File: src/hw/rtl/greedy_word_wrap_line_breaker_macros.svh
// ---------------------------------------------------------------------------
// Greedy word wrap line breaker: assertion macros
// Shared concurrent assertion forms, sampled on clk and disabled during rst.
// ---------------------------------------------------------------------------
`ifndef GREEDY_WORD_WRAP_LINE_BREAKER_MACROS_SVH
`define GREEDY_WORD_WRAP_LINE_BREAKER_MACROS_SVH

// Same-cycle implication.
`define GWW_ASSERT_IMPLY(label, ante, cons, msg) \
  label: assert property (@(posedge clk) disable iff (rst) (ante) |-> (cons)) \
    else $error(msg);

// Next-cycle implication.
`define GWW_ASSERT_NEXT(label, ante, cons, msg) \
  label: assert property (@(posedge clk) disable iff (rst) (ante) |=> (cons)) \
    else $error(msg);

`endif

File: src/hw/rtl/gww_pkg.sv
// ---------------------------------------------------------------------------
// Greedy word wrap line breaker: shared package
// Field widths, register indexes, queue sizing and the row record.
// ---------------------------------------------------------------------------
package gww_pkg;

  // Parameter defaults
  localparam int OFFSET_BITS_DEF = 20;
  localparam int WIDTH_BITS_DEF  = 16;

  // Fixed field widths
  localparam int ROW_BITS       = 20;
  localparam int LEN_BITS       = 3;
  localparam int CFG_INDEX_BITS = 2;

  // Register indexes
  localparam logic [CFG_INDEX_BITS-1:0] CFG_WRAP_ENABLE   = 2'd0;
  localparam logic [CFG_INDEX_BITS-1:0] CFG_MAX_ROW_WIDTH = 2'd1;
  localparam logic [CFG_INDEX_BITS-1:0] CFG_GLYPH_SPACING = 2'd2;

  // Rows per character unit and result queue sizing
  localparam int RES_MAX     = 3;
  localparam int PUSH_BITS   = $clog2(RES_MAX + 1);
  localparam int QUEUE_DEPTH = 4;
  localparam int PTR_BITS    = $clog2(QUEUE_DEPTH);
  localparam int CNT_BITS    = $clog2(QUEUE_DEPTH + 1);

  // One visual row
  typedef struct packed {
    logic [ROW_BITS-1:0] row_start;
    logic [ROW_BITS-1:0] row_end;
    logic                last_row;
  } gww_row_t;

endpackage

File: src/hw/rtl/gww_row_fifo.sv
// ---------------------------------------------------------------------------
// Greedy word wrap line breaker: row queue
// Takes up to RES_MAX rows per cycle, hands them out one transfer at a time.
// ---------------------------------------------------------------------------
module gww_row_fifo (
  input  logic                             clk,
  input  logic                             rst,
  input  logic [gww_pkg::PUSH_BITS-1:0]    push_n,
  input  gww_pkg::gww_row_t                push_rows [gww_pkg::RES_MAX],
  output logic                             space_ok,
  output logic                             head_valid,
  input  logic                             head_ready,
  output gww_pkg::gww_row_t                head
);
  import gww_pkg::*;

  gww_row_t              rows [QUEUE_DEPTH];
  logic [PTR_BITS-1:0]   rd_ptr;
  logic [PTR_BITS-1:0]   wr_ptr;
  logic [CNT_BITS-1:0]   count;
  logic                  pop;
  logic [CNT_BITS-1:0]   count_after_pop;

  assign head_valid      = (count != '0);
  assign head            = rows[rd_ptr];
  assign pop             = head_valid && head_ready;
  assign count_after_pop = count - CNT_BITS'(pop);
  // Room for a full burst of rows once this cycle's transfer leaves
  assign space_ok        = (count_after_pop <= CNT_BITS'(QUEUE_DEPTH - RES_MAX));

  // Write pushed rows
  always_ff @(posedge clk) begin
    for (int i = 0; i < RES_MAX; i++) begin
      if (PUSH_BITS'(i) < push_n) begin
        rows[wr_ptr + PTR_BITS'(i)] <= push_rows[i];
      end
    end
  end

  // Advance pointers and count
  always_ff @(posedge clk) begin
    if (rst) begin
      rd_ptr <= '0;
      wr_ptr <= '0;
      count  <= '0;
    end else begin
      wr_ptr <= wr_ptr + PTR_BITS'(push_n);
      rd_ptr <= rd_ptr + PTR_BITS'(pop);
      count  <= count_after_pop + CNT_BITS'(push_n);
    end
  end

endmodule

File: src/hw/rtl/greedy_word_wrap_line_breaker.sv
// ---------------------------------------------------------------------------
// Greedy word wrap line breaker: top level
// Cuts a stream of character units into visual rows given as byte ranges.
// ---------------------------------------------------------------------------
// Usage:
//   Input channel (in_valid/in_ready) carries one character unit per transfer:
//   glyph width (12.4), byte length and the space, newline and end flags.
//   Output channel (out_valid/out_ready) carries one row per transfer:
//   [row_start, row_end) and last_row on the final row of a text.
//   Configuration channel (cfg_valid/cfg_ready, always ready) writes
//   wrap_enable, max_row_width or glyph_spacing by cfg_index; write it only
//   while no rows are pending.
// Timing:
//   A unit is processed in the cycle it is accepted; its rows (zero to three)
//   enter the row queue and leave in order, one per cycle while out_ready is
//   high. The input takes one unit per cycle while each unit yields at most
//   one row and out_ready stays high; a unit with k rows takes k transfers.
//   Throughput is set by the four-entry row queue: a unit is accepted whenever
//   three entries will be free after this cycle's output transfer, so input
//   keeps flowing while one row waits on a stalled receiver.
// Reset:
//   rst clears the row state, the queue, and loads wrap_enable = 1,
//   max_row_width = 0 and glyph_spacing = 0. A stalled receiver holds rows
//   in the queue; the input stops once the queue cannot take a full burst.
// ---------------------------------------------------------------------------
module greedy_word_wrap_line_breaker #(
  parameter int OFFSET_BITS = gww_pkg::OFFSET_BITS_DEF,
  parameter int WIDTH_BITS  = gww_pkg::WIDTH_BITS_DEF
) (
  input  logic                                clk,
  input  logic                                rst,
  input  logic                                cfg_valid,
  output logic                                cfg_ready,
  input  logic [gww_pkg::CFG_INDEX_BITS-1:0]  cfg_index,
  input  logic [WIDTH_BITS-1:0]               cfg_data,
  input  logic                                in_valid,
  output logic                                in_ready,
  input  logic [WIDTH_BITS-1:0]               glyph_width,
  input  logic [gww_pkg::LEN_BITS-1:0]        byte_length,
  input  logic                                is_space,
  input  logic                                is_newline,
  input  logic                                end_of_text,
  output logic                                out_valid,
  input  logic                                out_ready,
  output logic [gww_pkg::ROW_BITS-1:0]        row_start,
  output logic [gww_pkg::ROW_BITS-1:0]        row_end,
  output logic                                last_row
);
  import gww_pkg::*;

  localparam int RW_BITS  = WIDTH_BITS + 4;
  localparam int SUM_BITS = WIDTH_BITS + 6;

  // Configuration registers
  logic                   wrap_enable;
  logic [WIDTH_BITS-1:0]  max_row_width;
  logic [WIDTH_BITS-1:0]  glyph_spacing;

  // Row state
  logic [OFFSET_BITS-1:0] byte_position,      byte_position_next;
  logic [OFFSET_BITS-1:0] current_row_start,  current_row_start_next;
  logic [OFFSET_BITS-1:0] break_position,     break_position_next;
  logic [RW_BITS-1:0]     row_width,          row_width_next;
  logic [RW_BITS-1:0]     width_after_break,  width_after_break_next;
  logic                   row_empty,          row_empty_next;
  logic                   break_valid,        break_valid_next;
  logic                   glyphs_after_break, glyphs_after_break_next;

  // Datapath
  logic                   take;
  logic                   wrapping;
  logic [OFFSET_BITS-1:0] next_pos;
  logic [SUM_BITS-1:0]    sum_row;
  logic [SUM_BITS-1:0]    sum_wab;
  logic                   ovf_row;
  logic                   ovf_wab;
  logic [OFFSET_BITS-1:0] a_start;
  logic                   a_empty;
  logic                   a_bv;
  logic                   a_gab;
  logic [RW_BITS-1:0]     a_wab;
  logic [SUM_BITS-1:0]    acc_sum;
  logic [PUSH_BITS-1:0]   push_n;
  logic [PUSH_BITS-1:0]   push_n_gated;
  gww_row_t               push_rows [RES_MAX];
  logic                   space_ok;
  gww_row_t               head;

  function automatic logic [RW_BITS-1:0] sat_width(input logic [SUM_BITS-1:0] s);
    logic [RW_BITS-1:0] r;
    r = (|s[SUM_BITS-1:RW_BITS]) ? {RW_BITS{1'b1}} : s[RW_BITS-1:0];
    return r;
  endfunction

  function automatic gww_row_t mk_row(input logic [OFFSET_BITS-1:0] s,
                                      input logic [OFFSET_BITS-1:0] e,
                                      input logic last);
    gww_row_t r;
    r.row_start = ROW_BITS'(s);
    r.row_end   = ROW_BITS'(e);
    r.last_row  = last;
    return r;
  endfunction

  assign cfg_ready = 1'b1;
  assign in_ready  = space_ok;
  assign take      = in_valid && in_ready;

  // Width sums for the current row and for the part after the last break
  assign wrapping = wrap_enable && (max_row_width != '0);
  assign next_pos = byte_position + OFFSET_BITS'(byte_length);
  assign sum_row  = SUM_BITS'(row_width) + SUM_BITS'(glyph_spacing)
                  + SUM_BITS'(glyph_width);
  assign sum_wab  = SUM_BITS'(width_after_break) + SUM_BITS'(glyph_spacing)
                  + SUM_BITS'(glyph_width);
  assign ovf_row  = wrapping && !row_empty && (sum_row > SUM_BITS'(max_row_width));
  assign ovf_wab  = glyphs_after_break && (sum_wab > SUM_BITS'(max_row_width));
  // Accumulate onto the row left after any break
  assign acc_sum  = ovf_row ? sum_wab : sum_row;

  // Process one character unit
  always_comb begin
    byte_position_next      = byte_position;
    current_row_start_next  = current_row_start;
    break_position_next     = break_position;
    row_width_next          = row_width;
    width_after_break_next  = width_after_break;
    row_empty_next          = row_empty;
    break_valid_next        = break_valid;
    glyphs_after_break_next = glyphs_after_break;
    a_start = current_row_start;
    a_empty = row_empty;
    a_bv    = break_valid;
    a_gab   = glyphs_after_break;
    a_wab   = width_after_break;
    push_n  = '0;
    for (int i = 0; i < RES_MAX; i++) begin
      push_rows[i] = '0;
    end

    if (byte_length != '0) begin
      if (is_newline) begin
        // End the logical line and skip the newline bytes
        push_rows[push_n]       = mk_row(current_row_start, byte_position, 1'b0);
        push_n                  = push_n + PUSH_BITS'(1);
        byte_position_next      = next_pos;
        current_row_start_next  = next_pos;
        row_width_next          = '0;
        row_empty_next          = 1'b1;
        break_valid_next        = 1'b0;
        width_after_break_next  = '0;
        glyphs_after_break_next = 1'b0;
      end else begin
        if (ovf_row) begin
          a_bv  = 1'b0;
          a_gab = 1'b0;
          a_wab = '0;
          if (break_valid) begin
            // Break after the last space, carry the trailing word down
            push_rows[push_n] = mk_row(current_row_start, break_position, 1'b0);
            push_n            = push_n + PUSH_BITS'(1);
            if (ovf_wab) begin
              push_rows[push_n] = mk_row(break_position, byte_position, 1'b0);
              push_n            = push_n + PUSH_BITS'(1);
              a_start = byte_position;
              a_empty = 1'b1;
            end else begin
              a_start = break_position;
              a_empty = !glyphs_after_break;
            end
          end else begin
            // No space on the row: break before the glyph
            push_rows[push_n] = mk_row(current_row_start, byte_position, 1'b0);
            push_n            = push_n + PUSH_BITS'(1);
            a_start = byte_position;
            a_empty = 1'b1;
          end
        end
        // Accept the glyph onto the row
        current_row_start_next  = a_start;
        row_width_next          = a_empty ? RW_BITS'(glyph_width) : sat_width(acc_sum);
        break_valid_next        = a_bv;
        width_after_break_next  = a_wab;
        glyphs_after_break_next = a_gab;
        if (a_bv) begin
          width_after_break_next  = a_gab ? sat_width(sum_wab) : RW_BITS'(glyph_width);
          glyphs_after_break_next = 1'b1;
        end
        if (is_space) begin
          break_position_next     = next_pos;
          break_valid_next        = 1'b1;
          width_after_break_next  = '0;
          glyphs_after_break_next = 1'b0;
        end
        row_empty_next     = 1'b0;
        byte_position_next = next_pos;
      end
    end

    if (end_of_text) begin
      // Flush the final row and restart for the next text
      push_rows[push_n]       = mk_row(current_row_start_next, byte_position_next, 1'b1);
      push_n                  = push_n + PUSH_BITS'(1);
      byte_position_next      = '0;
      break_position_next     = '0;
      current_row_start_next  = '0;
      row_width_next          = '0;
      row_empty_next          = 1'b1;
      break_valid_next        = 1'b0;
      width_after_break_next  = '0;
      glyphs_after_break_next = 1'b0;
    end
  end

  assign push_n_gated = take ? push_n : '0;

  // Hold configuration and row state
  always_ff @(posedge clk) begin
    if (rst) begin
      wrap_enable        <= 1'b1;
      max_row_width      <= '0;
      glyph_spacing      <= '0;
      byte_position      <= '0;
      current_row_start  <= '0;
      break_position     <= '0;
      row_width          <= '0;
      width_after_break  <= '0;
      row_empty          <= 1'b1;
      break_valid        <= 1'b0;
      glyphs_after_break <= 1'b0;
    end else begin
      if (cfg_valid && cfg_ready) begin
        unique case (cfg_index)
          CFG_WRAP_ENABLE:   wrap_enable   <= cfg_data[0];
          CFG_MAX_ROW_WIDTH: max_row_width <= cfg_data;
          CFG_GLYPH_SPACING: glyph_spacing <= cfg_data;
          default: ;
        endcase
      end
      if (take) begin
        byte_position      <= byte_position_next;
        current_row_start  <= current_row_start_next;
        break_position     <= break_position_next;
        row_width          <= row_width_next;
        width_after_break  <= width_after_break_next;
        row_empty          <= row_empty_next;
        break_valid        <= break_valid_next;
        glyphs_after_break <= glyphs_after_break_next;
      end
    end
  end

  // Queue rows toward the output
  gww_row_fifo u_row_fifo (
    .clk        (clk),
    .rst        (rst),
    .push_n     (push_n_gated),
    .push_rows  (push_rows),
    .space_ok   (space_ok),
    .head_valid (out_valid),
    .head_ready (out_ready),
    .head       (head)
  );

  assign row_start = head.row_start;
  assign row_end   = head.row_end;
  assign last_row  = head.last_row;

  `include "greedy_word_wrap_line_breaker_macros.svh"

  `GWW_ASSERT_NEXT(a_eot_row, in_valid && in_ready && end_of_text, out_valid, "end of text gave no row")
  `GWW_ASSERT_NEXT(a_nl_row, in_valid && in_ready && is_newline && (byte_length != '0), out_valid, "newline gave no row")
  `GWW_ASSERT_IMPLY(a_empty_row, row_empty, (row_width == '0) && !break_valid, "empty row carries width or break")
  `GWW_ASSERT_IMPLY(a_break_clear, !break_valid, !glyphs_after_break && (width_after_break == '0), "stale break tracking")

endmodule
File: config.mk
export PLATFORM = sky130hd
export DESIGN_NAME = greedy_word_wrap_line_breaker
export DESIGN_NICKNAME = d
export VERILOG_FILES = /design/src/hw/rtl/gww_pkg.sv /design/src/hw/rtl/gww_row_fifo.sv /design/src/hw/rtl/greedy_word_wrap_line_breaker.sv
export VERILOG_INCLUDE_DIRS = /design/src /design/src/hw/rtl
export SDC_FILE = /design/constraint.sdc
export NUM_CORES = 1
export LEC_CHECK = 0
export BUFFER_PORTS_ARGS = -buffer_cell sky130_fd_sc_hd__buf_2
export CAP_MARGIN = 20
export CORE_ASPECT_RATIO = 1.5
export CORE_MARGIN = 2
export CORE_UTILIZATION = 68
export DETAILED_ROUTE_END_ITERATION = 7
export PLACE_DENSITY = 0.88
export SKIP_CTS_REPAIR_TIMING = 1
export SLEW_MARGIN = 20
export SYNTH_ARGS = -nofsm -noshare
export SYNTH_HDL_FRONTEND = slang
export SYNTH_SLANG_ARGS = --single-unit
File: constraint.sdc
create_clock -name clk -period 14.61 [get_ports clk]
set_input_delay 0 -clock clk [delete_from_list [all_inputs] [get_ports clk]]
set_output_delay 0 -clock clk [all_outputs]
set_load 0.005 [all_outputs]
==> flow_summary.json <==
{
  "area_growth_pct": 8.80,
  "drtPass1Iterations": 8,
  "outcome": "finished, violations left",
  "htreeDepth": 1,
  "clkLatencyLatePin_ns": 0.58,
  "async_flop_share_pct": 0,
  "sw_frac_of_total_pct": 36.3,
  "p_comb_share_pct": 33.5,
  "intPower_w": 0.00170,
  "power_density_mw_per_mm2": 120,
  "cts_buffer_depth": 3,
  "fillers": 2059,
  "gp_congestion": 1.02,
  "leakagePower_nw": 7.97,
  "cts_buffers": 29,
  "violations": "DRC, hold timing",
  "fin_setup_tns_ns": 0,
  "core_mm2": 0.0295,
  "crit_path_max_incr_delay_ns": 1.05,
  "diodes": 0,
  "path_depth": 26,
  "ys.flop_type": "edfxtp_1",
  "r2r_start": "glyph_spacing[1]$_SDFFE_PP0P_",
  "netlist_area_mm2": 0.0204,
  "synthTopCellsByArea": "edfxtp_1 (24%), dfxtp_1 (14%), nand2_1 (6.1%), o221ai_1 (4.7%), ha_1 (4.6%)",
  "critPathBufInv": 2,
  "hold_viol_final": 1,
  "die_area_mm2": 0.0314,
  "fin_crit_ns": 9.37,
  "crit_family": "compound AO/OA/AOI/OAI gates",
  "antenna_found_initial": 1,
  "cts_tree": "done",
  "cp-endpoint": "u_row_fifo.rows[2][39]$_DFFE_PP_",
  "fin_area_mm2": 0.0222,
  "yosys_warnings": 0,
  "first_iter_violations": 2156,
  "drv_cap": 0,
  "vias_per_cell": 7.43,
  "slew_headroom_pct": 14.1,
  "power.switching_w": 0.000966,
  "layout-drive-gt1-share_pct": 12.9,
  "utilization_pct": 75.3,
  "ys_seq_area_share_pct": 38.2,
  "fin_crit_sh_pct": 64.1,
  "hold_path_class": "input port to flop",
  "place_ws_ns": 5.70,
  "rr_worst_depth": 26,
  "multi_input_area_mm2": 0.0118,
  "synth.largest_area_cell": "edfxtp_1",
  "drc_errors": 3,
  "hpwl_mm": 45.7,
  "avgSynthCellArea_um2": 9.32,
  "clock.fmax_mhz": 107,
  "arrival_ns": 9.62,
  "netlist_instances": 2189,
  "initial_core_util_pct": 69.2,
  "grt_pass1_wl_mm": 104,
  "p_seq_share_pct": 39.4,
  "holdWs_ns": -0.0350,
  "start_kind": "flop",
  "end_kind": "flop",
  "p_clk_share_pct": 27.1,
  "totalWireLength_mm": 69.5,
  "cp_common_cell": "ha_1",
  "final_common_cell": "nand2_1",
  "crit_fanout": 33,
  "seqCellArea_mm2": 0.00779,
  "final_cell_mix": "nand2_1 (333), nor2_1 (232), edfxtp_1 (164), a21oi_1 (142), dfxtp_1 (141)",
  "grt_max_degree": 81,
  "grt_overflow_total": 0,
  "r2r_end": "u_row_fifo.rows[2][39]$_DFFE_PP_",
  "via_count": 19400,
  "rsz0062_at_grt": "false",
  "tightest_slew_ns": 1.29,
  "crit_type": "flop to flop",
  "setup.worst_path.start": "glyph_spacing[1]$_SDFFE_PP0P_",
  "die_width_um": 145,
  "maxSlewViolCount": 0,
  "synth.top_cell.area_share_pct": 24.1,
  "routedWlPerCell_um": 26.6,
  "synth_edf_count": 164,
  "fp.dieH_um": 216,
  "rows": 77,
  "place_area_mm2": 0.0209,
  "clock-sinks": 307,
  "groute.usage.overall_pct": 42.2,
  "syn_nets": 2345,
  "ant_nets": 0,
  "io_pins": 89,
  "fin_nets": 2356,
  "cp.required_ns": 14.87,
  "ys_ff_latch": 307,
  "r2r_setup_slack_ns": 5.24,
  "fin_skew_ns": 0.0160,
  "grt_pass1_vias": 19100,
  "finalSetupViolations": 0,
  "layout_setup_ws_ns": 5.24,
  "io_buffer_count": 87,
  "path_clk_slew_ns": 0.07,
  "ys_types": 94,
  "peakVddDrop_v": 0.000103,
  "cts-root-buf": "clkbuf_16",
  "cpMaxStageDelayCell": "a21boi_1"
}
tightest hold or removal path, cell delays in order:
cell and delay, ns:
buf_2 0.08, and2_1 0.18, ha_1 0.14, nor2b_1 0.11
how the worst min path moves through the flow:
stage                             from                              end  slack [ns]  depth (start not counted)
final                        out_ready  u_row_fifo.rd_ptr[0]$_SDFF_PP0_       -0.03                          4
after global routing         out_ready  u_row_fifo.rd_ptr[0]$_SDFF_PP0_        0.04                          4
after CTS                  cfg_data[8]    max_row_width[8]$_SDFFE_PP0P_       -0.33                          3
after detailed placement   cfg_data[8]    max_row_width[8]$_SDFFE_PP0P_        0.26                          3
after global placement    cfg_data[10]   glyph_spacing[10]$_SDFFE_PP0P_        0.25                          3
after floorplan            cfg_data[0]         wrap_enable$_SDFFE_PP1P_        0.12                          1
power by group through the flow:
stage	clock, W	combinational, W	sequential (W)
final	0.000722	0.000891	0.00105
after global routing	0.000746	0.000937	0.00105
after CTS	0.000717	0.000857	0.00105
after detailed placement	0	0.000850	0.00107
after global placement	0	0.000830	0.00106
after floorplan	0	0.000562	0.00105
Yosys cell counts, types with 6 or more instances:
cell,count
a211oi_1,6
a21o_1,25
a21oi_1,143
a221o_1,49
a221oi_1,9
a22oi_1,32
a2bb2oi_1,8
a31oi_1,31
and2_1,25
and3_1,15
and4_1,8
buf_1,10
buf_2,19
clkbuf_1,141
dfxtp_1,143
edfxtp_1,164
fa_1,36
ha_1,75
inv_1,42
mux2i_1,12
mux4_2,41
nand2_1,334
nand2b_1,8
nand3_1,71
nand4_1,15
nor2_1,236
nor2b_1,14
nor3_1,30
nor4_1,7
o2111ai_1,17
o211ai_1,9
o21a_1,12
o21ai_0,29
o21ai_1,12
o221ai_1,109
o221ai_2,27
o22ai_1,17
o2bb2ai_1,6
or3_1,21
xnor2_1,34
xor2_1,36
routing by layer:
metal / track usage [%] / vias to the layer above / wire length [um]
met3: 7.22 / 538 / 7100
met5: 0 / - / 0
met2: 73.4 / 1522 / 34100
met4: 36.7 / 0 / 7060
li1: - / 8297 / -
met1: 43.8 / 9077 / 21200
registers in the layout, summed over array words and instances, names as in the netlist, 2 cells and up:
name and cells:
u_row_fifo.rows 164, break_position 20, byte_position 20, current_row_start 20, row_width 20, width_after_break 20
glyph_spacing 16, max_row_width 16, u_row_fifo.count 3, u_row_fifo.rd_ptr 2, u_row_fifo.wr_ptr 2
logic make-up after synthesis:
group	share of synthesized area, %
and+or+nand+nor	17.5
AOI/OAI and AO/OA	23.4
DFF	38.2
buffers and inverters	4.33
adders and majority gates	8.23
xor gates and xnor gates	3.00
muxes	5.39
other	0.0184
per-stage QoR:
stage,std cells,total power [W]
after global routing,2617,0.00274
after CTS,2579,0.00262
after global placement,2526,0.00189
final,2617,0.00266
after floorplan,2189,0.00161
after detailed placement,2526,0.00192
area by class of cell:
| type | count | share of cell area, % |
|---|---|---|
| clock buffers | 37 | 3.49 |
| multi-input cells | 1663 | 53.3 |
| flip-flops and latches | 307 | 35.1 |
| inverters | 42 | 0.710 |
| clock inverters | 16 | 0.423 |
| well taps | 395 | 2.23 |
| repair buffers | 157 | 4.77 |
Power figures use the tool's default switching activity.
